File: src/rtl/ubre_pkg.sv
package ubre_pkg;

  // block geometry
  localparam int BLOCK_BYTES = 32;
  localparam int CNT_W       = $clog2(BLOCK_BYTES + 1);
  localparam int ADDR_W      = $clog2(BLOCK_BYTES);

  // stream markers
  localparam logic [7:0] MARK_UNIFORM = 8'h00;
  localparam logic [7:0] MARK_RAW     = 8'hFF;
  localparam logic [7:0] MARK_PARTIAL = 8'hFE;

  // kinds of block encoding
  localparam logic [1:0] KIND_UNIFORM = 2'd0;
  localparam logic [1:0] KIND_RAW     = 2'd1;
  localparam logic [1:0] KIND_PARTIAL = 2'd2;

  // request from the block tracker to the emitter
  typedef struct packed {
    logic             start;
    logic [1:0]       kind;
    logic [CNT_W-1:0] len;
    logic [7:0]       val;
    logic             last;
  } job_t;

endpackage

File: src/rtl/ubre_buf.sv
module ubre_buf
  import ubre_pkg::*;
(
  input  logic              clk,
  input  logic              wr_en,
  input  logic [ADDR_W-1:0] wr_addr,
  input  logic [7:0]        wr_data,
  input  logic [ADDR_W-1:0] rd_addr,
  output logic [7:0]        rd_data
);

  logic [7:0] mem [BLOCK_BYTES];

  // write port
  always_ff @(posedge clk) begin
    if (wr_en) begin
      mem[wr_addr] <= wr_data;
    end
  end

  // registered read port
  always_ff @(posedge clk) begin
    rd_data <= mem[rd_addr];
  end

endmodule

File: src/rtl/ubre_blk.sv
module ubre_blk
  import ubre_pkg::*;
(
  input  logic              clk,
  input  logic              rst,
  input  logic              in_valid,
  output logic              in_ready,
  input  logic [7:0]        in_byte,
  input  logic              in_last,
  input  logic              seq_busy,
  output logic              wr_en,
  output logic [ADDR_W-1:0] wr_addr,
  output logic [7:0]        wr_data,
  output job_t              job
);

  logic [CNT_W-1:0] fill;
  logic [CNT_W-1:0] fill_next;
  logic             all_same;
  logic             all_same_next;
  logic [7:0]       first_byte;
  logic [7:0]       first_byte_next;
  logic             acc;
  logic [CNT_W-1:0] fill_inc;
  logic             same;
  logic [7:0]       blk_first;
  logic             full;

  assign in_ready = !seq_busy;
  assign acc      = in_valid && in_ready;

  // buffer write of the incoming word
  assign wr_en   = acc;
  assign wr_addr = fill[ADDR_W-1:0];
  assign wr_data = in_byte;

  // block tracking
  assign fill_inc  = fill + CNT_W'(1);
  assign blk_first = (fill == '0) ? in_byte : first_byte;
  assign same      = (fill == '0) || (all_same && (in_byte == first_byte));
  assign full      = (fill_inc == CNT_W'(BLOCK_BYTES));

  always_comb begin
    fill_next       = fill;
    all_same_next   = all_same;
    first_byte_next = first_byte;
    job.start       = 1'b0;
    job.kind        = KIND_PARTIAL;
    job.len         = fill_inc;
    job.val         = blk_first;
    job.last        = in_last;
    if (acc) begin
      priority if (full) begin
        job.start       = 1'b1;
        job.kind        = same ? KIND_UNIFORM : KIND_RAW;
        job.len         = CNT_W'(BLOCK_BYTES);
        fill_next       = '0;
        all_same_next   = 1'b1;
        first_byte_next = '0;
      end else if (in_last) begin
        job.start       = 1'b1;
        job.kind        = KIND_PARTIAL;
        fill_next       = '0;
        all_same_next   = 1'b1;
        first_byte_next = '0;
      end else begin
        fill_next       = fill_inc;
        all_same_next   = same;
        first_byte_next = blk_first;
      end
    end
  end

  always_ff @(posedge clk) begin
    if (rst) begin
      fill       <= '0;
      all_same   <= 1'b1;
      first_byte <= '0;
    end else begin
      fill       <= fill_next;
      all_same   <= all_same_next;
      first_byte <= first_byte_next;
    end
  end

endmodule

File: src/rtl/ubre_seq.sv
module ubre_seq
  import ubre_pkg::*;
(
  input  logic              clk,
  input  logic              rst,
  input  job_t              job,
  output logic              busy,
  output logic [ADDR_W-1:0] rd_addr,
  input  logic [7:0]        rd_data,
  output logic              out_valid,
  input  logic              out_ready,
  output logic [7:0]        out_byte,
  output logic              out_run,
  output logic              out_end
);

  localparam logic [2:0] S_IDLE = 3'd0;
  localparam logic [2:0] S_MARK = 3'd1;
  localparam logic [2:0] S_VAL  = 3'd2;
  localparam logic [2:0] S_CNT  = 3'd3;
  localparam logic [2:0] S_DATA = 3'd4;

  logic [2:0]       state;
  logic [2:0]       state_next;
  logic [CNT_W-1:0] idx;
  logic [CNT_W-1:0] idx_next;
  logic [1:0]       kind;
  logic [CNT_W-1:0] len;
  logic [7:0]       val;
  logic             last;
  logic             out_free;
  logic             ld;
  logic             ld_fin;
  logic [7:0]       ld_byte;

  assign out_free = !out_valid || out_ready;
  assign busy     = (state != S_IDLE);
  // read address runs one word ahead so rd_data always matches idx
  assign rd_addr  = idx_next[ADDR_W-1:0];

  // sequencer
  always_comb begin
    state_next = state;
    idx_next   = idx;
    ld         = 1'b0;
    ld_fin     = 1'b0;
    ld_byte    = rd_data;
    unique case (state)
      S_IDLE: begin
        idx_next = '0;
        if (job.start) begin
          state_next = S_MARK;
        end
      end
      S_MARK: begin
        if (out_free) begin
          ld = 1'b1;
          unique case (kind)
            KIND_UNIFORM: begin
              ld_byte    = MARK_UNIFORM;
              state_next = S_VAL;
            end
            KIND_RAW: begin
              ld_byte    = MARK_RAW;
              state_next = S_DATA;
            end
            default: begin
              ld_byte    = MARK_PARTIAL;
              state_next = S_CNT;
            end
          endcase
        end
      end
      S_VAL: begin
        if (out_free) begin
          ld         = 1'b1;
          ld_fin     = 1'b1;
          ld_byte    = val;
          state_next = S_IDLE;
        end
      end
      S_CNT: begin
        if (out_free) begin
          ld         = 1'b1;
          ld_byte    = 8'(len);
          state_next = S_DATA;
        end
      end
      S_DATA: begin
        if (out_free) begin
          ld = 1'b1;
          if (idx == len - CNT_W'(1)) begin
            ld_fin     = 1'b1;
            state_next = S_IDLE;
          end else begin
            idx_next = idx + CNT_W'(1);
          end
        end
      end
      default: begin
        state_next = S_IDLE;
      end
    endcase
  end

  always_ff @(posedge clk) begin
    if (rst) begin
      state <= S_IDLE;
      idx   <= '0;
    end else begin
      state <= state_next;
      idx   <= idx_next;
    end
  end

  // job capture
  always_ff @(posedge clk) begin
    if (job.start && (state == S_IDLE)) begin
      kind <= job.kind;
      len  <= job.len;
      val  <= job.val;
      last <= job.last;
    end
  end

  // output word register
  always_ff @(posedge clk) begin
    if (rst) begin
      out_valid <= 1'b0;
    end else if (ld) begin
      out_valid <= 1'b1;
    end else if (out_ready) begin
      out_valid <= 1'b0;
    end
  end

  always_ff @(posedge clk) begin
    if (ld) begin
      out_byte <= ld_byte;
      out_run  <= ld_fin;
      out_end  <= ld_fin && last;
    end
  end

endmodule

File: src/rtl/uniform_block_rle_encoder.sv
// Uniform-block encoder. Raw bytes gather into blocks of BLOCK_BYTES (32) in a small buffer
// memory. A full block whose bytes all match leaves as 0x00 and the byte; any other full
// block leaves as 0xFF and its bytes; a partial block at tlast leaves as 0xFE, the count and
// its bytes. A word that neither fills a block nor ends the stream is taken whenever the
// emit sequencer is idle. A word that does is followed by its encoded sequence, one output
// word per cycle while m_tready is high, with the marker loaded into the output register in
// the S_MARK state entered after the input is taken. s_tready stays low until the last word
// of the sequence is in the output register; the pace is set by the byte-wide output
// register fed from the single buffer read port under the emit sequencer.
module uniform_block_rle_encoder
  import ubre_pkg::*;
(
  input  logic       clk,
  input  logic       rst,
  input  logic       s_tvalid,
  output logic       s_tready,
  input  logic [7:0] s_tdata,   // [7:0] in_byte
  input  logic       s_tlast,   // in_last
  output logic       m_tvalid,
  input  logic       m_tready,
  output logic [7:0] m_tdata,   // [7:0] out_byte
  output logic       m_tuser,   // run_last
  output logic       m_tlast    // stream_end
);

  logic              seq_busy;
  logic              wr_en;
  logic [ADDR_W-1:0] wr_addr;
  logic [7:0]        wr_data;
  logic [ADDR_W-1:0] rd_addr;
  logic [7:0]        rd_data;
  job_t              job;

  // block tracking and input handshake
  ubre_blk u_blk (
    .clk      (clk),
    .rst      (rst),
    .in_valid (s_tvalid),
    .in_ready (s_tready),
    .in_byte  (s_tdata),
    .in_last  (s_tlast),
    .seq_busy (seq_busy),
    .wr_en    (wr_en),
    .wr_addr  (wr_addr),
    .wr_data  (wr_data),
    .job      (job)
  );

  // block buffer
  ubre_buf u_buf (
    .clk     (clk),
    .wr_en   (wr_en),
    .wr_addr (wr_addr),
    .wr_data (wr_data),
    .rd_addr (rd_addr),
    .rd_data (rd_data)
  );

  // emit sequencer and output register
  ubre_seq u_seq (
    .clk       (clk),
    .rst       (rst),
    .job       (job),
    .busy      (seq_busy),
    .rd_addr   (rd_addr),
    .rd_data   (rd_data),
    .out_valid (m_tvalid),
    .out_ready (m_tready),
    .out_byte  (m_tdata),
    .out_run   (m_tuser),
    .out_end   (m_tlast)
  );

endmodule
File: config.mk
export PLATFORM = sky130hd
export DESIGN_NAME = uniform_block_rle_encoder
export DESIGN_NICKNAME = d
export VERILOG_FILES = /design/src/rtl/ubre_pkg.sv /design/src/rtl/ubre_buf.sv /design/src/rtl/ubre_blk.sv /design/src/rtl/ubre_seq.sv /design/src/rtl/uniform_block_rle_encoder.sv
export SDC_FILE = /design/constraint.sdc
export NUM_CORES = 1
export LEC_CHECK = 0
export BUFFER_PORTS_ARGS = -buffer_cell sky130_fd_sc_hd__buf_2
export CELL_PAD_IN_SITES_DETAIL_PLACEMENT = 0
export CELL_PAD_IN_SITES_GLOBAL_PLACEMENT = 2
export CORE_MARGIN = 1.5
export CORE_UTILIZATION = 40
export DETAILED_ROUTE_END_ITERATION = 6
export PLACE_DENSITY = 0.79
export SLEW_MARGIN = 20
export SYNTH_ARGS = -nofsm -noshare
export SYNTH_HDL_FRONTEND = slang
export SYNTH_HIERARCHICAL = 1
export SYNTH_SLANG_ARGS = --single-unit
File: constraint.sdc
create_clock -name clk -period 9 [get_ports clk]
set_input_delay 1.8 -clock clk [delete_from_list [all_inputs] [get_ports clk]]
set_output_delay 1.8 -clock clk [all_outputs]
set_load 0.02 [all_outputs]
==> metrics.cfg, run 1 <==
[critical_path]
end_kind = flop
cp.arrival_ns = 5.47
cp.required_ns = 9.39
cp-start-kind = flop
path_class = flop to flop
crit_fanout = 42

[sta]
finalHoldViolCount = 0
finalCriticalPeriod_ns = 5.09
setup-tns-final_ns = 0
post-route-period-util = 0.565
drv_slew = 0
finalSetupViolCount = 0
fmax_mhz = 197
rsz0062_at_grt = false
tightest_slew_ns = 1.15
timing.slew.headroom = 0.231
skew_ns = 0.0121

[synth]
syn_area_per_cell_sq_um = 17.9
syn_inst = 733
syn_nets = 751
synth_edf_count = 283
yosys_warnings = 6
synthArstFlopShare = 0
synth-seq-cells = 316
seq_area_frac_synth = 0.698
synth_ff_type = edfxtp_1
synth.distinct_cells = 60
syn_area_sq_um = 13100

[layout]
antenna_cells = 0
stdcell_count = 1208
fin_util = 0.451
final_net_count = 761
most-common-layout-cells = 283 x edfxtp_1, 80 x mux4_2, 72 x nor2_1
drive_above_1_share = 0.257
final_common_cell = edfxtp_1
syn_to_final_growth_pct = 11.3
n_fill_cell = 2772
final_area_sq_um = 14600

[power]
power_density_nw_per_um2 = 212
p_seq_frac = 0.527
internal-power_mw = 2.48
pwr-share-comb = 0.033
p_sw_frac = 0.200
leakagePower_nw = 4.54
power_mw = 3.10
p_sw_mw = 0.618
peakVddDrop_uv = 176
p_clk_frac = 0.440

[routing]
final_antenna_net_count = 0
vias = 6687
first_pass_iters = 5
drt-total-wl_um = 28500
wire_per_inst_um = 23.6
drc = 0
vias_per_cell = 5.54
drt_iter0_markers = 609

[grt]
grt_pass1_vias = 6822
grt_max_degree = 65
antenna_found_initial = 0
grtUsageTotal = 0.173
globalRoute.totalOverflow = 0
grt_pass1_wl_um = 42700

[clocking]
clkTransAtPathRegs_ns = 0.06
cts_resized = 0
cts-hold-fix-buffers = 0
post_cts_buffers = 0
clock_path_buffers = 3
clkLatencyLatePin_ns = 0.50
cts_tree = done
cts_sinks = 316
ctsRootBufferMaster = clkbuf_16
numCtsBuffers = 34
cts.htree.levels = 2

[floorplanning]
dieWidth_um = 184
rows = 66
io_pins = 25
core_area_sq_um = 32400
start_util = 0.405
chipHeight_um = 184
die_area_sq_um = 33900

[placement]
portBuffers = 24
hpwl_um = 18300
place_area_sq_um = 13500
gp_congestion = 0.831
place_inst = 1149

[flow_run]
max_cap_violations = 0

[min_path]
min_path_type = flop to flop

[run_status]
status = complete, no violations

-- registers in the layout (all words and copies together), names as in the netlist --
name and cells:
u_blk/all_same 1, u_blk/fill 6, u_blk/first_byte 8, u_buf/mem 256
u_buf/rd_data 8, u_seq/idx 6, u_seq/kind 2, u_seq/last 1
u_seq/len 6, u_seq/out_byte 8, u_seq/out_end 1, u_seq/out_run 1
u_seq/out_valid 1, u_seq/state 3, u_seq/val 8
-- cells by family (layout without fill, tap and decap cells) --
logic type / after synthesis / in the layout / share of synthesized area
AO/OA/AOI/OAI: 60 / 60 / 0.0321
XOR/XNOR: 22 / 22 / 0.0153
adder cells (fa/ha/maj): 5 / 5 / 0.00477
buffers and inverters: 66 / 99 / 0.0288
flip-flops: 316 / 316 / 0.698
multiplexers: 102 / 102 / 0.156
AND/OR/NAND/NOR: 162 / 162 / 0.0652
-- stage by stage --
stage,setup slack [ns],hold WS (ns)
after global placement,3.56,0.528
after detailed placement,3.53,0.543
after floorplan,4.44,0.511
final,3.91,0.553
after CTS,3.77,0.557
after global routing,3.51,0.591
-- critical path, stage by stage (launching register included) --
cell and delay [ns]:
edfxtp_1 0.50, inv_1 0.10, ha_1 0.21, nand2b_1 0.14, a21oi_1 0.07, a311o_1 0.37
a211oi_4 0.63, o211ai_1 0.26, nand3_4 0.51, buf_4 0.75, mux4_2 0.60, mux4_2 0.51
mux2_2 0.28
-- Yosys cell counts (all sizes together), types with 2 or more instances --
library cell | instances | area [sq um]
a211oi | 3 | 35.0
a21o | 2 | 16.3
a21oi | 14 | 70.1
a22oi | 10 | 75.1
a31oi | 6 | 37.5
and3 | 3 | 18.8
buf | 39 | 275
clkbuf | 16 | 61.3
dfxtp | 33 | 661
edfxtp | 283 | 8500
ha | 5 | 62.6
inv | 10 | 37.5
mux2 | 16 | 180
mux2i | 6 | 60.1
mux4 | 80 | 1800
nand2 | 22 | 90.1
nand2b | 5 | 31.3
nand3 | 14 | 80.1
nand3b | 11 | 95.1
nand4 | 4 | 25.0
nor2 | 73 | 282
nor2b | 3 | 18.8
nor3 | 5 | 30.0
nor3b | 2 | 15.0
nor4 | 2 | 12.5
o211ai | 4 | 30.0
o21ai | 14 | 70.1
or3 | 6 | 40.0
or3b | 4 | 35.0
or4 | 4 | 35.0
xnor2 | 11 | 96.3
xor2 | 11 | 104
-- metal layers --
layer / track usage / wire length, um / vias to the layer above / part of all wire
li1: - / - / 2912 / -
met2: 0.276 / 13500 / 234 / 0.47
met3: 0.0313 / 1590 / 50 / 0.056
met5: 0 / 0 / - / 0
met1: 0.241 / 12600 / 3491 / 0.44
met4: 0.0548 / 739 / 0 / 0.026
-- worst paths after layout --
kind,startpoint,to,slack [ns],cells past startpoint
setup / recovery,u_seq/len[0],u_buf/rd_data[5],3.91,12
hold reg to reg,u_blk/first_byte[0],u_blk/first_byte[0],0.55,2
hold / removal,u_blk/first_byte[0],u_blk/first_byte[0],0.55,2
setup reg to reg,u_seq/len[0],u_buf/rd_data[5],3.91,12
-- power by group through the flow --
stage               Combinational [mW]  Sequential [mW]  Clock, mW
floorplan                       0.0715             1.66          0
global placement                0.0997             1.66          0
detailed placement               0.104             1.66          0
CTS                              0.104             1.63       1.39
global route                     0.113             1.63       1.44
finish                           0.103             1.63       1.36
-- final cells by class --
cell class	instances	area (sq um)	share of cell area
Multi-Input combinational cell	351	3600	0.246
Timing Repair Buffer	29	158	0.0108
Sequential cell	316	9160	0.628
Clock buffer	42	902	0.0618
Inverter	11	41.3	0.00283
Tap cell	442	553	0.0379
Clock inverter	17	185	0.0127
No activity file was read; power rests on OpenSTA's default activity.
==> run 2, diff against run 1 <==
--- a/config.mk
+++ b/config.mk
@@ -11,7 +11,7 @@
 export CORE_MARGIN = 1.5
 export CORE_UTILIZATION = 40
 export DETAILED_ROUTE_END_ITERATION = 6
-export PLACE_DENSITY = 0.79
+export PLACE_DENSITY = 0.81
 export SLEW_MARGIN = 20
 export SYNTH_ARGS = -nofsm -noshare
 export SYNTH_HDL_FRONTEND = slang
==> constraint.sdc (replaced) <==
create_clock -name clk -period 4.2 [get_ports clk]
set_input_delay 0.84 -clock clk [delete_from_list [all_inputs] [get_ports clk]]
set_output_delay 0.84 -clock clk [all_outputs]
set_load 0.02 [all_outputs]
==> metrics.cfg, run 2 (synthesis gave the netlist of run 1 again) <==
[run_status]
status = complete, no violations

[layout]
antenna_cells = 0
final_area_sq_um = 15000
drive_above_1_share = 0.295
stdcell_count = 1245
final_common_cell = edfxtp_1
largest_reg_flops = 256
fin_util = 0.464
most-common-layout-cells = 283 x edfxtp_1, 80 x mux4_2, 72 x nor2_1
final_net_count = 795
syn_to_final_growth_pct = 14.5
largest-register = u_buf/mem

[clocking]
ctsRootBufferMaster = clkbuf_16
cts.htree.levels = 2
cts_sinks = 316
clkTransAtPathRegs_ns = 0.06
clkLatencyLatePin_ns = 0.51
post_cts_buffers = 0
clock_path_buffers = 3
cts_tree = done
numCtsBuffers = 34

[placement]
post-place-ws_ns = 0.185
place_inst = 1183
place_area_sq_um = 13800
portBuffers = 24
hpwl_um = 17700
gp_congestion = 0.770

[critical_path]
cp-start-kind = flop
r2r_end = u_buf/rd_data[0]
end_kind = flop
cp.arrival_ns = 4.31
r2r_slack_ns = 0.28
cp.required_ns = 4.59
rr_worst_depth = 12
worstReg2RegStart = u_seq/len[0]
path_class = flop to flop
crit_fanout = 25

[min_path]
min_to = u_blk/first_byte[2]
worstHoldStart = u_blk/first_byte[2]
min_path_type = flop to flop
hold_path_depth = 2

[floorplanning]
io_pins = 25
core_area_sq_um = 32400
die_area_sq_um = 33900
chipHeight_um = 184
rows = 66
start_util = 0.405
dieWidth_um = 184

[sta]
tightest_slew_ns = 0.943
setup-tns-final_ns = 0
worst_slack_ns = 0.280
finalCriticalPeriod_ns = 3.92
timing.slew.headroom = 0.369
fmax_mhz = 255
post-route-period-util = 0.933
rsz0062_at_grt = false
finalSetupViolCount = 0
finalHoldViolCount = 0
drv_slew = 0
skew_ns = 0.0169
holdWs_ns = 0.560

[power]
power_density_nw_per_um2 = 454
peakVddDrop_uv = 391
leakagePower_nw = 4.78
power_mw = 6.82

[routing]
drt-total-wl_um = 28600
drt_iter0_markers = 489
vias = 6688
drc = 0
vias_per_cell = 5.37
final_antenna_net_count = 0
wire_per_inst_um = 23.0
first_pass_iters = 5

[grt]
globalRoute.totalOverflow = 0
grt_max_degree = 35
antenna_found_initial = 1
grtUsageTotal = 0.172
grt_pass1_vias = 6509
grt_pass1_wl_um = 42200

[flow_run]
max_cap_violations = 0

## run 2: changes by cell type in the layout (fill, tap and decap cells not counted), moves of 2 or more
cell / previous run / this run
clkbuf_8: 0 / 3
clkbuf_1: 7 / 3
buf_12: 0 / 5
clkbuf_16: 35 / 37
buf_4: 5 / 33
## run 2: how the worst max path moves through the flow
stage / cells past startpoint / start / end
2_1_floorplan: 15 / u_seq/len[0] / u_buf/rd_data[0]
3_3_place_gp: 12 / u_seq/len[0] / u_buf/rd_data[5]
3_5_place_dp: 12 / u_seq/len[0] / u_buf/rd_data[5]
4_1_cts: 12 / u_seq/len[0] / u_buf/rd_data[5]
5_1_grt: 12 / u_seq/len[0] / u_buf/rd_data[5]
6_report: 12 / u_seq/len[0] / u_buf/rd_data[0]
## run 2: timing repair
action,in CTS,in global routing
hold buffers,0,0
resized for setup,0,1
endpoints found under the hold margin,0,0
setup endpoints to repair,0,1
## run 2: area by class of cell
cell class,count,area [sq um]
fill,2801,17400
sequential,316,9160
clock inverter,19,200
multi-input combinational,351,3600
clock buffer,43,978
timing repair buffer,63,479
inverter,11,41.3
tap,442,553
## run 2: where the power goes
part | switching, mW | leakage, nW | internal, mW
logic | 0.153 | 1.37 | 0.0791
clock network | 1.20 | 0.581 | 1.90
registers | 0.0231 | 2.83 | 3.46
total | 1.37 | 4.78 | 5.45
## run 2: metal layers
layer  wire length [um]  global-route usage
met2              14100               0.281
met1              12600               0.243
met3               1380              0.0275
met5                  0                   0
met4                457              0.0413
## run 2: worst max-delay path: stages (launching register included)
cell	delay, ns
edfxtp_1	0.49
inv_1	0.10
ha_1	0.20
nand2b_1	0.14
a21oi_1	0.07
a311o_1	0.37
a211oi_4	0.37
o211ai_1	0.20
nand3_4	0.20
buf_12	0.25
mux4_2	0.55
mux4_2	0.53
mux2_2	0.28
